$ cat src/usx_pkg.sv
// ----------------------------------------------------------------------------
// usx_pkg
// Shared types and constants of the ungapped seed extension core.
// ----------------------------------------------------------------------------
package usx_pkg;

   localparam int KIND_W = 2;
   localparam logic [KIND_W-1:0] KIND_SEED   = 2'd0;
   localparam logic [KIND_W-1:0] KIND_FWD    = 2'd1;
   localparam logic [KIND_W-1:0] KIND_BWD    = 2'd2;
   localparam logic [KIND_W-1:0] KIND_FINISH = 2'd3;

   localparam int SYM_W = 8;
   localparam logic [SYM_W-1:0] SEP_SYMBOL     = 8'h2A;
   localparam logic [SYM_W-1:0] UNKNOWN_SYMBOL = 8'h4E;

   localparam int WLEN_W  = 6;
   localparam int MINL_W  = 32;
   localparam int PCT_W   = 7;
   localparam int SCORE_W = 31;
   localparam int RUN_W   = SCORE_W + 1;
   localparam int SUM_W   = SCORE_W + 2;
   localparam int NUM_W   = SCORE_W + PCT_W;

   localparam logic [SCORE_W-1:0] SCORE_MAX  = '1;
   localparam logic [RUN_W-1:0]   PAIR_POINT = 32'd4;
   localparam logic [RUN_W-1:0]   UNK_POINT  = 32'd1;
   localparam logic [NUM_W-1:0]   SCALE      = 38'd100;
   localparam logic [PCT_W-1:0]   PCT_MAX    = 7'd100;

   localparam int DEN_SHIFT = 2;
   localparam int QUO_W     = 8;
   localparam int DIV_STEPS = QUO_W;
   localparam int CNT_W     = $clog2(DIV_STEPS);

   localparam int CSR_IDX_W  = 2;
   localparam int CSR_DATA_W = 32;
   localparam logic [CSR_IDX_W-1:0] REG_WORD_LENGTH = 2'd0;
   localparam logic [CSR_IDX_W-1:0] REG_MIN_LENGTH  = 2'd1;
   localparam logic [CSR_IDX_W-1:0] REG_SIM_THRESH  = 2'd2;

   localparam logic [WLEN_W-1:0] WLEN_RESET   = 6'd12;
   localparam logic [MINL_W-1:0] MINL_RESET   = 32'd40;
   localparam logic [PCT_W-1:0]  THRESH_RESET = 7'd60;

   typedef struct packed {
      logic step;
      logic calc;
      logic div_step;
      logic load;
   } usx_cmd_type;

endpackage

$ cat src/usx_if.sv
// ----------------------------------------------------------------------------
// usx_if
// Channel interfaces of the ungapped seed extension core.
// ----------------------------------------------------------------------------
interface usx_req_if #(parameter int COORD_BITS = 40);
   logic                  valid;
   logic                  ready;
   logic [1:0]            kind;
   logic [COORD_BITS-1:0] seed_x;
   logic [COORD_BITS-1:0] seed_y;
   logic [COORD_BITS-1:0] base_x;
   logic [COORD_BITS-1:0] base_y;
   logic [7:0]            symbol_x;
   logic [7:0]            symbol_y;

   modport source (output valid, kind, seed_x, seed_y, base_x, base_y, symbol_x, symbol_y,
                   input ready);
   modport sink (input valid, kind, seed_x, seed_y, base_x, base_y, symbol_x, symbol_y,
                 output ready);
endinterface

interface usx_rsp_if #(parameter int COORD_BITS = 40);
   logic                  valid;
   logic                  ready;
   logic [COORD_BITS-1:0] start_x;
   logic [COORD_BITS-1:0] start_y;
   logic [COORD_BITS-1:0] end_x;
   logic [COORD_BITS-1:0] end_y;
   logic [COORD_BITS-1:0] frag_length;
   logic [30:0]           best_total;
   logic [30:0]           identity_count;
   logic [6:0]            similarity_pct;
   logic                  accepted;

   modport source (output valid, start_x, start_y, end_x, end_y, frag_length, best_total,
                   identity_count, similarity_pct, accepted,
                   input ready);
   modport sink (input valid, start_x, start_y, end_x, end_y, frag_length, best_total,
                 identity_count, similarity_pct, accepted,
                 output ready);
endinterface

interface usx_csr_if;
   logic        valid;
   logic        ready;
   logic [1:0]  index;
   logic [31:0] data;

   modport source (output valid, index, data, input ready);
   modport sink (input valid, index, data, output ready);
endinterface

$ cat src/ungapped_seed_extension_core.sv
// ----------------------------------------------------------------------------
// ungapped_seed_extension_core
// Extends a seed hit along its diagonal without gaps and reports the best
// fragment. Seed, forward pair and backward pair transactions are accepted
// back to back while the core is idle. A finish transaction holds the request
// channel off until the result register is loaded: the calc state forms the
// fragment coordinates and length, eight steps of a restoring divider produce
// the similarity percent, and the done state loads the result register. The
// load waits while the previous result is still held, which stretches the
// hold-off. Configuration writes are accepted in every cycle outside reset.
// ----------------------------------------------------------------------------
module ungapped_seed_extension_core #(
   parameter int COORD_BITS = 40
) (
   input logic      clock,
   input logic      reset,
   usx_req_if.sink  req_bus,
   usx_rsp_if.source rsp_bus,
   usx_csr_if.sink  csr_bus
);
   import usx_pkg::*;

   usx_cmd_type cmd;
   logic        req_ready;
   logic        rsp_valid;

   assign req_bus.ready = req_ready;
   assign rsp_bus.valid = rsp_valid;
   assign csr_bus.ready = !reset;

   usx_ctrl u_ctrl (
      .clock     (clock),
      .reset     (reset),
      .req_valid (req_bus.valid),
      .req_kind  (req_bus.kind),
      .req_ready (req_ready),
      .rsp_valid (rsp_valid),
      .rsp_ready (rsp_bus.ready),
      .cmd       (cmd)
   );

   usx_dp #(
      .COORD_BITS (COORD_BITS)
   ) u_dp (
      .clock              (clock),
      .reset              (reset),
      .cmd                (cmd),
      .req_kind           (req_bus.kind),
      .req_seed_x         (req_bus.seed_x),
      .req_seed_y         (req_bus.seed_y),
      .req_base_x         (req_bus.base_x),
      .req_base_y         (req_bus.base_y),
      .req_symbol_x       (req_bus.symbol_x),
      .req_symbol_y       (req_bus.symbol_y),
      .csr_write          (csr_bus.valid),
      .csr_index          (csr_bus.index),
      .csr_data           (csr_bus.data),
      .rsp_start_x        (rsp_bus.start_x),
      .rsp_start_y        (rsp_bus.start_y),
      .rsp_end_x          (rsp_bus.end_x),
      .rsp_end_y          (rsp_bus.end_y),
      .rsp_frag_length    (rsp_bus.frag_length),
      .rsp_best_total     (rsp_bus.best_total),
      .rsp_identity_count (rsp_bus.identity_count),
      .rsp_similarity_pct (rsp_bus.similarity_pct),
      .rsp_accepted       (rsp_bus.accepted)
   );

endmodule

$ cat src/usx_ctrl.sv
// ----------------------------------------------------------------------------
// usx_ctrl
// Controller: item dispatch, divider sequencing and result register valid.
// ----------------------------------------------------------------------------
module usx_ctrl (
   input  logic                     clock,
   input  logic                     reset,
   input  logic                     req_valid,
   input  logic [usx_pkg::KIND_W-1:0] req_kind,
   output logic                     req_ready,
   output logic                     rsp_valid,
   input  logic                     rsp_ready,
   output usx_pkg::usx_cmd_type     cmd
);
   import usx_pkg::*;

   localparam logic [1:0] S_IDLE = 2'd0;
   localparam logic [1:0] S_CALC = 2'd1;
   localparam logic [1:0] S_DIV  = 2'd2;
   localparam logic [1:0] S_DONE = 2'd3;
   localparam logic [CNT_W-1:0] CNT_LAST = CNT_W'(DIV_STEPS - 1);

   logic [1:0]       state_ff, state_in;
   logic [CNT_W-1:0] cnt_ff, cnt_in;
   logic             out_valid_ff, out_valid_in;
   logic             req_acc;

   assign req_ready = !reset && (state_ff == S_IDLE);
   assign rsp_valid = out_valid_ff;
   assign req_acc   = req_valid && req_ready;

   always_comb begin
      state_in = state_ff;
      cnt_in   = cnt_ff;
      cmd      = '0;
      unique case (state_ff)
         S_IDLE: begin
            if (req_acc) begin
               if (req_kind == KIND_FINISH) begin
                  state_in = S_CALC;
               end else begin
                  cmd.step = 1'b1;
               end
            end
         end
         S_CALC: begin
            cmd.calc = 1'b1;
            cnt_in   = '0;
            state_in = S_DIV;
         end
         S_DIV: begin
            cmd.div_step = 1'b1;
            cnt_in       = cnt_ff + 1'b1;
            if (cnt_ff == CNT_LAST) begin
               state_in = S_DONE;
            end
         end
         S_DONE: begin
            if (!out_valid_ff || rsp_ready) begin
               cmd.load = 1'b1;
               state_in = S_IDLE;
            end
         end
         default: state_in = S_IDLE;
      endcase
   end

   always_comb begin
      out_valid_in = out_valid_ff;
      if (cmd.load) begin
         out_valid_in = 1'b1;
      end else if (rsp_ready) begin
         out_valid_in = 1'b0;
      end
   end

   always_ff @(posedge clock) begin
      if (reset) begin
         state_ff     <= S_IDLE;
         cnt_ff       <= '0;
         out_valid_ff <= 1'b0;
      end else begin
         state_ff     <= state_in;
         cnt_ff       <= cnt_in;
         out_valid_ff <= out_valid_in;
      end
   end

   // finish transaction starts the result computation
   a_finish_calc: assert property (@(posedge clock) disable iff (reset)
      (req_acc && req_kind == KIND_FINISH) |=> (state_ff == S_CALC))
      else $error("finish transaction did not start computation");

   a_div_len: assert property (@(posedge clock) disable iff (reset)
      (state_ff == S_DIV && cnt_ff == CNT_LAST) |=> (state_ff == S_DONE))
      else $error("divider ran past its step count");

   a_load_valid: assert property (@(posedge clock) disable iff (reset)
      cmd.load |=> out_valid_ff)
      else $error("loaded result not presented");

endmodule

$ cat src/usx_dp.sv
// ----------------------------------------------------------------------------
// usx_dp
// Datapath: walk scoring, best fragment tracking, restoring divider and
// result register.
// ----------------------------------------------------------------------------
module usx_dp #(
   parameter int COORD_BITS = 40
) (
   input  logic                          clock,
   input  logic                          reset,
   input  usx_pkg::usx_cmd_type          cmd,
   input  logic [usx_pkg::KIND_W-1:0]    req_kind,
   input  logic [COORD_BITS-1:0]         req_seed_x,
   input  logic [COORD_BITS-1:0]         req_seed_y,
   input  logic [COORD_BITS-1:0]         req_base_x,
   input  logic [COORD_BITS-1:0]         req_base_y,
   input  logic [usx_pkg::SYM_W-1:0]     req_symbol_x,
   input  logic [usx_pkg::SYM_W-1:0]     req_symbol_y,
   input  logic                          csr_write,
   input  logic [usx_pkg::CSR_IDX_W-1:0] csr_index,
   input  logic [usx_pkg::CSR_DATA_W-1:0] csr_data,
   output logic [COORD_BITS-1:0]         rsp_start_x,
   output logic [COORD_BITS-1:0]         rsp_start_y,
   output logic [COORD_BITS-1:0]         rsp_end_x,
   output logic [COORD_BITS-1:0]         rsp_end_y,
   output logic [COORD_BITS-1:0]         rsp_frag_length,
   output logic [usx_pkg::SCORE_W-1:0]   rsp_best_total,
   output logic [usx_pkg::SCORE_W-1:0]   rsp_identity_count,
   output logic [usx_pkg::PCT_W-1:0]     rsp_similarity_pct,
   output logic                          rsp_accepted
);
   import usx_pkg::*;

   localparam int DIV_W = (COORD_BITS + DEN_SHIFT + QUO_W - 1 > NUM_W) ?
                          COORD_BITS + DEN_SHIFT + QUO_W - 1 : NUM_W;
   localparam int CMP_W = (COORD_BITS > MINL_W) ? COORD_BITS : MINL_W;
   localparam logic [COORD_BITS-1:0] ONE = COORD_BITS'(1);

   // configuration
   logic [WLEN_W-1:0] wlen_ff, wlen_in;
   logic [MINL_W-1:0] minl_ff, minl_in;
   logic [PCT_W-1:0]  thr_ff, thr_in;

   // walk state
   logic signed [RUN_W-1:0] run_score_ff, run_score_in;
   logic [SCORE_W-1:0]      peak_score_ff, peak_score_in;
   logic [SCORE_W-1:0]      run_idents_ff, run_idents_in;
   logic [SCORE_W-1:0]      peak_idents_ff, peak_idents_in;
   logic [COORD_BITS-1:0]   walk_x_ff, walk_x_in, walk_y_ff, walk_y_in;
   logic [COORD_BITS-1:0]   best_end_x_ff, best_end_x_in, best_end_y_ff, best_end_y_in;
   logic [COORD_BITS-1:0]   best_start_x_ff, best_start_x_in;
   logic [COORD_BITS-1:0]   best_start_y_ff, best_start_y_in;
   logic [COORD_BITS-1:0]   held_base_x_ff, held_base_x_in, held_base_y_ff, held_base_y_in;
   logic                    halted_ff, halted_in, bwd_ff, bwd_in;

   // result computation
   logic [COORD_BITS-1:0] w_stx_ff, w_stx_in, w_sty_ff, w_sty_in;
   logic [COORD_BITS-1:0] w_enx_ff, w_enx_in, w_eny_ff, w_eny_in;
   logic [COORD_BITS-1:0] w_len_ff, w_len_in;
   logic [SCORE_W-1:0]    w_score_ff, w_score_in, w_idents_ff, w_idents_in;
   logic [DIV_W-1:0]      rem_ff, rem_in, dvs_ff, dvs_in;
   logic [QUO_W-1:0]      quo_ff, quo_in;

   // result register
   logic [COORD_BITS-1:0] o_stx_ff, o_stx_in, o_sty_ff, o_sty_in;
   logic [COORD_BITS-1:0] o_enx_ff, o_enx_in, o_eny_ff, o_eny_in;
   logic [COORD_BITS-1:0] o_len_ff, o_len_in;
   logic [SCORE_W-1:0]    o_score_ff, o_score_in, o_idents_ff, o_idents_in;
   logic [PCT_W-1:0]      o_pct_ff, o_pct_in;
   logic                  o_acc_ff, o_acc_in;

   // configuration writes
   always_comb begin
      wlen_in = wlen_ff;
      minl_in = minl_ff;
      thr_in  = thr_ff;
      if (csr_write) begin
         unique case (csr_index)
            REG_WORD_LENGTH: wlen_in = csr_data[WLEN_W-1:0];
            REG_MIN_LENGTH:  minl_in = csr_data[MINL_W-1:0];
            REG_SIM_THRESH:  thr_in  = csr_data[PCT_W-1:0];
            default: ;
         endcase
      end
   end

   // walk update
   always_comb begin
      logic signed [RUN_W-1:0] eff_rs;
      logic signed [RUN_W-1:0] new_rs;
      logic signed [SUM_W-1:0] sum;
      logic [SCORE_W-1:0]      eff_ri;
      logic [SCORE_W-1:0]      new_ri;
      logic [COORD_BITS-1:0]   eff_wx;
      logic [COORD_BITS-1:0]   eff_wy;
      logic                    eff_halt;
      logic                    take;
      logic                    backward;

      run_score_in    = run_score_ff;
      peak_score_in   = peak_score_ff;
      run_idents_in   = run_idents_ff;
      peak_idents_in  = peak_idents_ff;
      walk_x_in       = walk_x_ff;
      walk_y_in       = walk_y_ff;
      best_end_x_in   = best_end_x_ff;
      best_end_y_in   = best_end_y_ff;
      best_start_x_in = best_start_x_ff;
      best_start_y_in = best_start_y_ff;
      held_base_x_in  = held_base_x_ff;
      held_base_y_in  = held_base_y_ff;
      halted_in       = halted_ff;
      bwd_in          = bwd_ff;

      eff_rs   = run_score_ff;
      eff_ri   = run_idents_ff;
      eff_wx   = walk_x_ff;
      eff_wy   = walk_y_ff;
      eff_halt = halted_ff;
      take     = 1'b0;
      backward = 1'b0;
      new_rs   = run_score_ff;
      new_ri   = run_idents_ff;
      sum      = '0;

      if (cmd.step) begin
         unique case (req_kind)
            KIND_SEED: begin
               held_base_x_in  = req_base_x;
               held_base_y_in  = req_base_y;
               walk_x_in       = req_seed_x + COORD_BITS'(wlen_ff);
               walk_y_in       = req_seed_y + COORD_BITS'(wlen_ff);
               best_end_x_in   = req_seed_x + COORD_BITS'(wlen_ff);
               best_end_y_in   = req_seed_y + COORD_BITS'(wlen_ff);
               best_start_x_in = req_seed_x;
               best_start_y_in = req_seed_y;
               run_score_in    = $signed(RUN_W'({wlen_ff, 2'b00}));
               peak_score_in   = SCORE_W'({wlen_ff, 2'b00});
               run_idents_in   = SCORE_W'(wlen_ff);
               peak_idents_in  = SCORE_W'(wlen_ff);
               halted_in       = 1'b0;
               bwd_in          = 1'b0;
            end
            KIND_FWD: begin
               take = !bwd_ff && !halted_ff;
            end
            KIND_BWD: begin
               backward = 1'b1;
               bwd_in   = 1'b1;
               // first backward pair restarts from the peak at the seed start
               if (!bwd_ff) begin
                  eff_rs   = $signed({1'b0, peak_score_ff});
                  eff_ri   = peak_idents_ff;
                  eff_wx   = best_start_x_ff - ONE;
                  eff_wy   = best_start_y_ff - ONE;
                  eff_halt = 1'b0;
               end
               run_score_in  = eff_rs;
               run_idents_in = eff_ri;
               walk_x_in     = eff_wx;
               walk_y_in     = eff_wy;
               halted_in     = eff_halt;
               take          = !eff_halt;
            end
            KIND_FINISH: ;
            default: ;
         endcase
      end

      if (take) begin
         if (req_symbol_x == SEP_SYMBOL || req_symbol_y == SEP_SYMBOL) begin
            halted_in = 1'b1;
         end else begin
            new_rs = eff_rs;
            new_ri = eff_ri;
            if (req_symbol_x == UNKNOWN_SYMBOL || req_symbol_y == UNKNOWN_SYMBOL) begin
               new_rs = eff_rs - $signed(UNK_POINT);
            end else if (req_symbol_x == req_symbol_y) begin
               sum    = SUM_W'(eff_rs) + SUM_W'(PAIR_POINT);
               new_rs = (sum > $signed({2'b00, SCORE_MAX})) ?
                        $signed({1'b0, SCORE_MAX}) : sum[RUN_W-1:0];
               new_ri = (eff_ri == SCORE_MAX) ? SCORE_MAX : eff_ri + 1'b1;
               if (new_rs > $signed({1'b0, peak_score_ff})) begin
                  peak_score_in  = new_rs[SCORE_W-1:0];
                  peak_idents_in = new_ri;
                  if (backward) begin
                     best_start_x_in = eff_wx;
                     best_start_y_in = eff_wy;
                  end else begin
                     best_end_x_in = eff_wx;
                     best_end_y_in = eff_wy;
                  end
               end
            end else begin
               new_rs = eff_rs - $signed(PAIR_POINT);
            end
            run_score_in  = new_rs;
            run_idents_in = new_ri;
            if (backward) begin
               walk_x_in = eff_wx - ONE;
               walk_y_in = eff_wy - ONE;
            end else begin
               walk_x_in = eff_wx + ONE;
               walk_y_in = eff_wy + ONE;
            end
            if (new_rs < 0) begin
               halted_in = 1'b1;
            end
         end
      end
   end

   // fragment figures and similarity division
   always_comb begin
      logic [COORD_BITS-1:0] len;
      logic [CMP_W-1:0]      len_cmp;
      logic [CMP_W-1:0]      minl_cmp;
      logic                  sim_ok;

      w_stx_in    = w_stx_ff;
      w_sty_in    = w_sty_ff;
      w_enx_in    = w_enx_ff;
      w_eny_in    = w_eny_ff;
      w_len_in    = w_len_ff;
      w_score_in  = w_score_ff;
      w_idents_in = w_idents_ff;
      rem_in      = rem_ff;
      dvs_in      = dvs_ff;
      quo_in      = quo_ff;
      o_stx_in    = o_stx_ff;
      o_sty_in    = o_sty_ff;
      o_enx_in    = o_enx_ff;
      o_eny_in    = o_eny_ff;
      o_len_in    = o_len_ff;
      o_score_in  = o_score_ff;
      o_idents_in = o_idents_ff;
      o_pct_in    = o_pct_ff;
      o_acc_in    = o_acc_ff;

      len      = best_end_x_ff - best_start_x_ff + ONE;
      len_cmp  = CMP_W'(w_len_ff);
      minl_cmp = CMP_W'(minl_ff);
      sim_ok   = (quo_ff > QUO_W'(thr_ff)) ||
                 ((quo_ff == QUO_W'(thr_ff)) && (rem_ff != '0));

      if (cmd.calc) begin
         w_stx_in    = best_start_x_ff - held_base_x_ff;
         w_sty_in    = best_start_y_ff - held_base_y_ff;
         w_enx_in    = best_end_x_ff - held_base_x_ff;
         w_eny_in    = best_end_y_ff - held_base_y_ff;
         w_len_in    = len;
         w_score_in  = peak_score_ff;
         w_idents_in = peak_idents_ff;
         rem_in      = DIV_W'(NUM_W'(peak_score_ff) * SCALE);
         dvs_in      = DIV_W'(len) << (DEN_SHIFT + QUO_W - 1);
         quo_in      = '0;
      end

      if (cmd.div_step) begin
         if (rem_ff >= dvs_ff) begin
            rem_in = rem_ff - dvs_ff;
            quo_in = {quo_ff[QUO_W-2:0], 1'b1};
         end else begin
            quo_in = {quo_ff[QUO_W-2:0], 1'b0};
         end
         dvs_in = dvs_ff >> 1;
      end

      if (cmd.load) begin
         o_stx_in    = w_stx_ff;
         o_sty_in    = w_sty_ff;
         o_enx_in    = w_enx_ff;
         o_eny_in    = w_eny_ff;
         o_len_in    = w_len_ff;
         o_score_in  = w_score_ff;
         o_idents_in = w_idents_ff;
         if (w_len_ff == '0) begin
            o_pct_in = '0;
            o_acc_in = 1'b0;
         end else begin
            o_pct_in = (quo_ff > QUO_W'(PCT_MAX)) ? PCT_MAX : quo_ff[PCT_W-1:0];
            o_acc_in = (len_cmp > minl_cmp) && sim_ok;
         end
      end
   end

   always_ff @(posedge clock) begin
      if (reset) begin
         wlen_ff         <= WLEN_RESET;
         minl_ff         <= MINL_RESET;
         thr_ff          <= THRESH_RESET;
         run_score_ff    <= '0;
         peak_score_ff   <= '0;
         run_idents_ff   <= '0;
         peak_idents_ff  <= '0;
         walk_x_ff       <= '0;
         walk_y_ff       <= '0;
         best_end_x_ff   <= '0;
         best_end_y_ff   <= '0;
         best_start_x_ff <= '0;
         best_start_y_ff <= '0;
         held_base_x_ff  <= '0;
         held_base_y_ff  <= '0;
         halted_ff       <= 1'b0;
         bwd_ff          <= 1'b0;
      end else begin
         wlen_ff         <= wlen_in;
         minl_ff         <= minl_in;
         thr_ff          <= thr_in;
         run_score_ff    <= run_score_in;
         peak_score_ff   <= peak_score_in;
         run_idents_ff   <= run_idents_in;
         peak_idents_ff  <= peak_idents_in;
         walk_x_ff       <= walk_x_in;
         walk_y_ff       <= walk_y_in;
         best_end_x_ff   <= best_end_x_in;
         best_end_y_ff   <= best_end_y_in;
         best_start_x_ff <= best_start_x_in;
         best_start_y_ff <= best_start_y_in;
         held_base_x_ff  <= held_base_x_in;
         held_base_y_ff  <= held_base_y_in;
         halted_ff       <= halted_in;
         bwd_ff          <= bwd_in;
      end
   end

   always_ff @(posedge clock) begin
      w_stx_ff    <= w_stx_in;
      w_sty_ff    <= w_sty_in;
      w_enx_ff    <= w_enx_in;
      w_eny_ff    <= w_eny_in;
      w_len_ff    <= w_len_in;
      w_score_ff  <= w_score_in;
      w_idents_ff <= w_idents_in;
      rem_ff      <= rem_in;
      dvs_ff      <= dvs_in;
      quo_ff      <= quo_in;
      o_stx_ff    <= o_stx_in;
      o_sty_ff    <= o_sty_in;
      o_enx_ff    <= o_enx_in;
      o_eny_ff    <= o_eny_in;
      o_len_ff    <= o_len_in;
      o_score_ff  <= o_score_in;
      o_idents_ff <= o_idents_in;
      o_pct_ff    <= o_pct_in;
      o_acc_ff    <= o_acc_in;
   end

   assign rsp_start_x        = o_stx_ff;
   assign rsp_start_y        = o_sty_ff;
   assign rsp_end_x          = o_enx_ff;
   assign rsp_end_y          = o_eny_ff;
   assign rsp_frag_length    = o_len_ff;
   assign rsp_best_total     = o_score_ff;
   assign rsp_identity_count = o_idents_ff;
   assign rsp_similarity_pct = o_pct_ff;
   assign rsp_accepted       = o_acc_ff;

   a_pct_range: assert property (@(posedge clock) disable iff (reset)
      cmd.load |=> (o_pct_ff <= PCT_MAX))
      else $error("similarity percent above saturation");

   a_acc_len: assert property (@(posedge clock) disable iff (reset)
      (cmd.load && w_len_ff == '0) |=> (!o_acc_ff && o_pct_ff == '0))
      else $error("zero length fragment reported as accepted");

   // a live walk never carries a negative score
   a_live_score: assert property (@(posedge clock) disable iff (reset)
      !halted_ff |-> (run_score_ff >= 0))
      else $error("negative score on a live walk");

endmodule
$ cat src/flat_wrapper.sv
// flat-port wrapper written by rule: the top's interface ports become plain ports
module ungapped_seed_extension_core_flat import usx_pkg::*;
#(
   parameter int COORD_BITS = 40
)
  (clock, reset, req_bus_valid, req_bus_kind, req_bus_seed_x, req_bus_seed_y, req_bus_base_x, req_bus_base_y, req_bus_symbol_x, req_bus_symbol_y, req_bus_ready, rsp_bus_valid, rsp_bus_start_x, rsp_bus_start_y, rsp_bus_end_x, rsp_bus_end_y, rsp_bus_frag_length, rsp_bus_best_total, rsp_bus_identity_count, rsp_bus_similarity_pct, rsp_bus_accepted, rsp_bus_ready, csr_bus_valid, csr_bus_index, csr_bus_data, csr_bus_ready);
  usx_req_if #(.COORD_BITS(COORD_BITS)) req_bus_i ();
  usx_rsp_if #(.COORD_BITS(COORD_BITS)) rsp_bus_i ();
  usx_csr_if csr_bus_i ();
  input logic clock;
  input logic reset;
  input wire logic [$bits(req_bus_i.valid)-1:0] req_bus_valid;
  input wire logic [$bits(req_bus_i.kind)-1:0] req_bus_kind;
  input wire logic [$bits(req_bus_i.seed_x)-1:0] req_bus_seed_x;
  input wire logic [$bits(req_bus_i.seed_y)-1:0] req_bus_seed_y;
  input wire logic [$bits(req_bus_i.base_x)-1:0] req_bus_base_x;
  input wire logic [$bits(req_bus_i.base_y)-1:0] req_bus_base_y;
  input wire logic [$bits(req_bus_i.symbol_x)-1:0] req_bus_symbol_x;
  input wire logic [$bits(req_bus_i.symbol_y)-1:0] req_bus_symbol_y;
  output wire logic [$bits(req_bus_i.ready)-1:0] req_bus_ready;
  output wire logic [$bits(rsp_bus_i.valid)-1:0] rsp_bus_valid;
  output wire logic [$bits(rsp_bus_i.start_x)-1:0] rsp_bus_start_x;
  output wire logic [$bits(rsp_bus_i.start_y)-1:0] rsp_bus_start_y;
  output wire logic [$bits(rsp_bus_i.end_x)-1:0] rsp_bus_end_x;
  output wire logic [$bits(rsp_bus_i.end_y)-1:0] rsp_bus_end_y;
  output wire logic [$bits(rsp_bus_i.frag_length)-1:0] rsp_bus_frag_length;
  output wire logic [$bits(rsp_bus_i.best_total)-1:0] rsp_bus_best_total;
  output wire logic [$bits(rsp_bus_i.identity_count)-1:0] rsp_bus_identity_count;
  output wire logic [$bits(rsp_bus_i.similarity_pct)-1:0] rsp_bus_similarity_pct;
  output wire logic [$bits(rsp_bus_i.accepted)-1:0] rsp_bus_accepted;
  input wire logic [$bits(rsp_bus_i.ready)-1:0] rsp_bus_ready;
  input wire logic [$bits(csr_bus_i.valid)-1:0] csr_bus_valid;
  input wire logic [$bits(csr_bus_i.index)-1:0] csr_bus_index;
  input wire logic [$bits(csr_bus_i.data)-1:0] csr_bus_data;
  output wire logic [$bits(csr_bus_i.ready)-1:0] csr_bus_ready;
  assign req_bus_i.valid = req_bus_valid;
  assign req_bus_i.kind = req_bus_kind;
  assign req_bus_i.seed_x = req_bus_seed_x;
  assign req_bus_i.seed_y = req_bus_seed_y;
  assign req_bus_i.base_x = req_bus_base_x;
  assign req_bus_i.base_y = req_bus_base_y;
  assign req_bus_i.symbol_x = req_bus_symbol_x;
  assign req_bus_i.symbol_y = req_bus_symbol_y;
  assign req_bus_ready = req_bus_i.ready;
  assign rsp_bus_valid = rsp_bus_i.valid;
  assign rsp_bus_start_x = rsp_bus_i.start_x;
  assign rsp_bus_start_y = rsp_bus_i.start_y;
  assign rsp_bus_end_x = rsp_bus_i.end_x;
  assign rsp_bus_end_y = rsp_bus_i.end_y;
  assign rsp_bus_frag_length = rsp_bus_i.frag_length;
  assign rsp_bus_best_total = rsp_bus_i.best_total;
  assign rsp_bus_identity_count = rsp_bus_i.identity_count;
  assign rsp_bus_similarity_pct = rsp_bus_i.similarity_pct;
  assign rsp_bus_accepted = rsp_bus_i.accepted;
  assign rsp_bus_i.ready = rsp_bus_ready;
  assign csr_bus_i.valid = csr_bus_valid;
  assign csr_bus_i.index = csr_bus_index;
  assign csr_bus_i.data = csr_bus_data;
  assign csr_bus_ready = csr_bus_i.ready;
  ungapped_seed_extension_core #(.COORD_BITS(COORD_BITS)) u_core (.clock(clock), .reset(reset), .req_bus(req_bus_i), .rsp_bus(rsp_bus_i), .csr_bus(csr_bus_i));
endmodule
$ cat config.mk
export PLATFORM = sky130hd
export DESIGN_NAME = ungapped_seed_extension_core_flat
export DESIGN_NICKNAME = d
export VERILOG_FILES = /design/src/usx_pkg.sv /design/src/usx_if.sv /design/src/ungapped_seed_extension_core.sv /design/src/usx_ctrl.sv /design/src/usx_dp.sv /design/src/flat_wrapper.sv
export SDC_FILE = /design/constraint.sdc
export NUM_CORES = 2
export LEC_CHECK = 0
export BUFFER_PORTS_ARGS = -buffer_cell sky130_fd_sc_hd__buf_2
export CORE_MARGIN = 10
export CORE_UTILIZATION = 35
export CTS_CLUSTER_SIZE = 40
export DETAILED_ROUTE_END_ITERATION = 8
export HOLD_SLACK_MARGIN = 0.03
export PLACE_DENSITY_LB_ADDON = 0.08
export SYNTH_ARGS = -nofsm -noshare
export SYNTH_HDL_FRONTEND = slang
export SYNTH_SLANG_ARGS = --single-unit
$ cat constraint.sdc
create_clock -name clock -period 23 [get_ports clock]
set_clock_uncertainty 0.05 [all_clocks]
set_input_delay 6.9 -clock clock [delete_from_list [all_inputs] [get_ports clock]]
set_output_delay 6.9 -clock clock [all_outputs]
set_load 0.1 [all_outputs]
# --- Word level (Yosys, flattened, before mapping) ---
# Index checks and enable logic that the tools add are counted.
totals:
  regBits: 1136
  input_bits: 217
  out_inout_bits: 273
  wordCells: 240
classes:
  add_sub_neg: 20
  n_mul: 1
  magnitude_cmp: 7
  eq_ne: 20
  n_mux: 121
  n_reduce_logical: 30
ops:
  columns: ["cell", "n"]
  rows:
  - ["2-to-1 mux 40 bit", 46]
  - ["2-to-1 mux 31 bit", 23]
  - ["2-to-1 mux 32 bit", 11]
  - ["subtractor 40 bit", 5]
  - ["one-hot mux 40 bit (2 select lines)", 2]
  - ["subtractor 40 x 1 -> 40 bit (second input constant)", 4]
  - ["2-to-1 mux 49 bit", 3]
  - ["adder 40 x 1 -> 40 bit (second input constant)", 3]
  - ["2-to-1 mux 48 bit", 2]
  - ["adder 40 x 6 -> 40 bit", 2]
  - ["one-hot mux 32 bit (2 select lines)", 1]
  - ["one-hot mux 31 bit (2 select lines)", 1]
  - ["greater-or-equal comparator 49 bit", 1]
  - ["nonzero test 49 bit", 1]
  - ["subtractor 49 bit", 1]
  - ["> comparator 40 x 32 -> 1 bit", 1]
  - ["zero test 40 bit", 1]
  - ["multiplier 31 x 5 -> 36 bit (second input constant)", 1]
  - ["adder 32 x 4 -> 33 bit (second input constant)", 1]
  - ["> comparator 33 x 32 -> 1 bit (second input constant)", 1]
  - ["> comparator 32 bit", 1]
  - ["less-than comparator 32 x 1 -> 1 bit (second input constant)", 1]
  - ["subtractor 32 x 2 -> 32 bit (second input constant)", 1]
  - ["subtractor 32 x 4 -> 32 bit (second input constant)", 1]
  - ["other kinds (29)", 84]

# --- Logic depth before layout (Yosys ltp) ---
depth:
  ltp_word: 17
  depth_mapped: 40
  ltp_nobuf: 29

# --- Modules after synthesis ---
# From an unflattened synthesis, not the netlist that was laid out.
hier_totals:
  cells_unflattened: 7734
  hier_area_um2: 70079.7
by_module_without_submodules:
  columns: ["module", "instances", "cells_per_inst", "area_each_um2"]
  rows:
  - ["usx_dp", 1, 7693, 69714.4]
  - ["usx_ctrl", 1, 40, 361.6]
  - ["ungapped_seed_extension_core", 1, 1, 3.8]

# --- Least setup slack after synthesis ---
# No wires, ideal clock.
synth_timing:
  path_type: "input to register"
  from: "in rsp_bus_ready"
  to: "reg u_core.u_dp.o_acc_ff, in the netlist u_core.u_dp.rsp_accepted (enable)"
  setup_time_ps: 939
  arrival_time_ps: 18878
  required_time_ps: 22011
  path_slack_ps: 3133
  cell_stages: 2
  path_buffers: 0
  path_cell_list: "nor2b_1 -> nor2b_1"
synth_between:
  elab_chain_len: 3
synth_lines:
  columns: ["item", "line", "source"]
  rows:
  - ["from (decl)", "flat_wrapper.sv:31", "input wire logic [$bits(rsp_bus_i.ready)-1:0] rsp_bus_ready;"]
  - ["logical OR 1 bit", "usx_ctrl.sv:59", "if (!out_valid_ff || rsp_ready) begin"]
  - ["2-to-1 mux 1 bit", "usx_ctrl.sv:59", null]
  - ["2-to-1 mux 1 bit", "usx_ctrl.sv:36", "unique case (state_ff)"]
  - ["to (signal assigned)", "usx_dp.sv:346", "o_acc_ff <= o_acc_in;"]
  - ["to (decl)", "usx_dp.sv:70", "logic o_acc_ff, o_acc_in;"]
# Every way passes these cells.
# A chain may end at the register's enable or synchronous reset.

# --- Worst setup path in the final report ---
layout_timing:
  from: "in req_bus_kind[0]"
  to: "reg u_core.u_dp.best_end_y_ff[35]"
layout_between:
  elab_chain_len: 14
layout_lines:
  columns: ["item", "line", "source"]
  rows:
  - ["from (decl)", "flat_wrapper.sv:13", "input wire logic [$bits(req_bus_i.kind)-1:0] req_bus_kind;"]
  - ["equality test 2 bit", "usx_ctrl.sv:39", "if (req_kind == KIND_FINISH) begin"]
  - ["2-to-1 mux 1 bit", "usx_ctrl.sv:39", null]
  - ["2-to-1 mux 1 bit", "usx_ctrl.sv:38", "if (req_acc) begin"]
  - ["2-to-1 mux 1 bit", "usx_ctrl.sv:36", null]
  - ["2-to-1 mux 32 bit", "usx_dp.sv:126", "if (cmd.step) begin"]
  - ["adder 32 x 4 -> 33 bit", "usx_dp.sv:179", "sum = SUM_W'(eff_rs) + SUM_W'(PAIR_POINT);"]
  - ["> comparator 33 x 32 -> 1 bit", "usx_dp.sv:180", "new_rs = (sum > $signed({2'b00, SCORE_MAX})) ?"]
  - ["2-to-1 mux 32 bit", "usx_dp.sv:180", null]
  - ["> comparator 32 bit", "usx_dp.sv:183", "if (new_rs > $signed({1'b0, peak_score_ff})) begin"]
  - ["2-to-1 mux 40 bit", "usx_dp.sv:183", null]
  - ["2-to-1 mux 40 bit", "usx_dp.sv:178", "end else if (req_symbol_x == req_symbol_y) begin"]
  - ["2-to-1 mux 40 bit", "usx_dp.sv:176", "if (req_symbol_x == UNKNOWN_SYMBOL || req_symbol_y == UNKNOWN_SYMBOL) begin"]
  - ["2-to-1 mux 40 bit", "usx_dp.sv:171", "if (req_symbol_x == SEP_SYMBOL || req_symbol_y == SEP_SYMBOL) begin"]
  - ["2-to-1 mux 40 bit *", "usx_dp.sv:170", "if (take) begin"]
  - ["to (signal assigned)", "usx_dp.sv:317", "best_end_y_ff <= best_end_y_in;"]
  - ["to (decl)", "usx_dp.sv:50", "logic [COORD_BITS-1:0] best_end_x_ff, best_end_x_in, best_end_y_ff, best_end_y_in;"]
# Mark *: on every way between the ends. The rest lies on a longest branch, timed or not.

==> results.toml <==
[routing]
drc_errors = 0
wirelength_mm = 273.9
vias = 62500
dr.pass1.iters = 6
vias_per_cell = 5.527
final_antenna_net_count = 0
wl_per_cell_um = 24.22
drt_iter0_drc = 4805

[power]
p_per_area_mw_per_mm2 = 90.78
ir_worst_vdd_uv = 79.25
p_leak_nw = 33.80

[timing]
worst_slew_pin_slew_ns = 1.314
finalWorstSetupSlack_ns = 7.460
report.final.setup_viol = 0
hold_viol_final = 0
slew_violations = 0
finalCritPeriodShare = 0.6756
max_clock_freq_mhz = 64.35
rsz0062_at_grt = "no"
tns_ns = 0
min_period_ns = 15.54
slew_headroom = 0.1204

[clock_network]
cts_resized = 0
cts_buffer_depth = 3
cts_hold_buf = 0
post-cts-setup-buffers = 0
cts_buffers = 141
clk_latency_ns = 0.80
cts_root_buffer = "clkbuf_16"
clk_pin_slew_ns = 0.06
htree_levels = 4
clock-sinks = 1136
cts_tree = "done"

[synthesis]
synth_ff_type = "edfxtp_1"
yosysWarningCount = 0
netlist_instances = 8130
seq_area_frac_synth = 0.3976
ys_ff_latch = 1136
syn_avg_cell_area_um2 = 8.855
syn_area_mm2 = 0.07199
synthDistinctLibCells = 99
syn-num-nets = 8940
synth_async_sr_flop_share = 0
synth-edff-count = 588

[floorplan]
initial_utilization = 0.3519
die_y_um = 473.5
dieArea_mm2 = 0.2242
core-area_mm2 = 0.2046
rows = 166
die_w_um = 473.5
ios = 490

[global_routing]
antenna_found_initial = 62
grt_usage = 0.2341
grt_first_pass_wirelength_mm = 403.8
grt_max_degree = 148
gr-total-overflow = 0
grt_pass1_vias = 61330

[cells_and_area]
multi_input_area_mm2 = 0.04022
drive_gt1_frac = 0.1087
final_area_mm2 = 0.08215
final_cells = 11310
fillers = 20690
synthToLayoutAreaGrowth_pct = 14.11
fin_nets = 9291
top_regs = "u_core.u_dp.dvs_ff x49, u_core.u_dp.rem_ff x49"
final-seq-area_mm2 = 0.02863

[critical_path]
crit_arrival_ns = 16.20
path_max_fanout = 82
crit_path_top_delay_cell = "o211ai_1"
critical_path.max_stage_delay_ns = 1.09
crit_path_start_kind = "input pin"
cp_common_cell = "a21oi_1"
required_ns = 23.67
path_class = "input pin to flop"
cp-end-kind = "flop"

[place]
placed_cell_area_mm2 = 0.07716
post-place-ws_ns = 6.724
dpl.hpwl_mm = 202.9
numPortBuffers = 489
routabilityCongestion = 0.9166
dp.cells = 11030

[run_status]
status = "finished, final reports clean"

[job]
max_cap_viol_count = 0

[worst_hold_path]
min_path_type = "flop to flop"
-- synthesized netlist by cell type, drive strengths merged, types with 81 or more instances --
| library cell | count | area share |
|---|---|---|
| a211oi | 143 | 0.015 |
| a21o | 230 | 0.024 |
| a21oi | 784 | 0.055 |
| a311oi | 88 | 0.011 |
| and3 | 92 | 0.0080 |
| buf | 81 | 0.0061 |
| clkbuf | 283 | 0.015 |
| dfxtp | 548 | 0.15 |
| edfxtp | 588 | 0.25 |
| ha | 557 | 0.097 |
| inv | 478 | 0.025 |
| mux2i | 87 | 0.012 |
| nand2 | 1143 | 0.060 |
| nand3 | 171 | 0.012 |
| nor2 | 600 | 0.031 |
| nor3 | 182 | 0.013 |
| nor4 | 93 | 0.0082 |
| o21ai | 370 | 0.026 |
| xnor2 | 346 | 0.042 |
| xor2 | 173 | 0.021 |
-- final cells by class --
class	count	share of cell area
multi-input cells	6152	0.4896
repair buffers	572	0.03826
clock buffers	182	0.04732
clock inverters	80	0.01281
well taps	2688	0.04094
inverters	478	0.02190
flip-flops and latches	1136	0.3485
diodes	20	0.0006092
-- power by group --
part	switching (mW)	total [mW]	internal [mW]
clock network	0.962	2.39	1.43
registers	0.172	2.74	2.57
logic	1.53	2.32	0.796
-- critical path, delay by kind of cell --
family / cells / cell delay, ns
xor+xnor: 1 / 0.25
fa+ha+maj: 3 / 1.07
compound gates: 12 / 3.31
simple gates: 7 / 2.72
buf+inv: 6 / 1.74
-- final timing paths --
check	from	end	slack, ns	cells past startpoint
max	req_bus_kind[0]	u_core.u_dp.best_end_y_ff[35]	7.46	29
min	u_core.u_dp.w_score_ff[27]	u_core.u_dp.rsp_best_total[27]	0.36	0
max reg2reg	u_core.u_dp.bwd_ff	u_core.u_dp.best_end_y_ff[35]	13.45	27
min reg2reg	u_core.u_dp.w_score_ff[27]	u_core.u_dp.rsp_best_total[27]	0.36	0
-- cells by family after synthesis --
| logic type | share of synthesized area |
|---|---|
| flops | 0.3976 |
| simple gates | 0.1731 |
| compound gates | 0.1954 |
| mux | 0.01804 |
| buf+inv | 0.04581 |
| fa+ha+maj | 0.1068 |
| xor+xnor | 0.06314 |
-- layer usage --
layer | GRT usage | up-vias | wire length, µm
met5 | 0 | - | 244
met4 | 0.06899 | 42 | 7593
met3 | 0.04015 | 382 | 15620
met2 | 0.3761 | 1775 | 124000
met1 | 0.3215 | 30190 | 126400
li1 | - | 30120 | -
-- cells in the final DEF (no fill, tap or decap), types with 52 or more instances in the layout --
cell / netlist / final
o21a_1: 74 / 74
dfxtp_1: 548 / 547
buf_2: 38 / 488
nand2b_1: 79 / 79
nor2b_1: 63 / 62
inv_1: 478 / 476
clkbuf_16: 0 / 145
a21o_1: 229 / 229
and3_1: 92 / 92
nand2_1: 1140 / 1136
a311oi_1: 88 / 88
nand4_1: 77 / 77
a31oi_1: 58 / 58
o21ai_0: 363 / 363
ha_1: 557 / 554
nor3_1: 180 / 179
edfxtp_1: 588 / 588
o21bai_1: 52 / 52
a21oi_1: 780 / 778
nand3_1: 171 / 171
buf_4: 8 / 78
xor2_1: 173 / 173
nor2_1: 594 / 592
a211oi_1: 142 / 142
xnor2_1: 346 / 346
a221oi_1: 59 / 59
mux2i_1: 87 / 87
nor4_1: 92 / 89
-- stage by stage --
| step | util | hold slack [ns] | power (mW) |
|---|---|---|---|
| 5_1_grt | 0.4015 | 0.3638 | 7.836 |
| 2_1_floorplan | - | 0.3503 | 4.363 |
| 6_report | 0.4015 | 0.3615 | 7.457 |
| 3_5_place_dp | 0.3772 | 0.3545 | 5.110 |
| 4_1_cts | 0.4013 | 0.3624 | 7.540 |
| 3_3_place_gp | 0.3772 | 0.3533 | 5.113 |
Note: power is estimated with default switching activity, not from simulation.
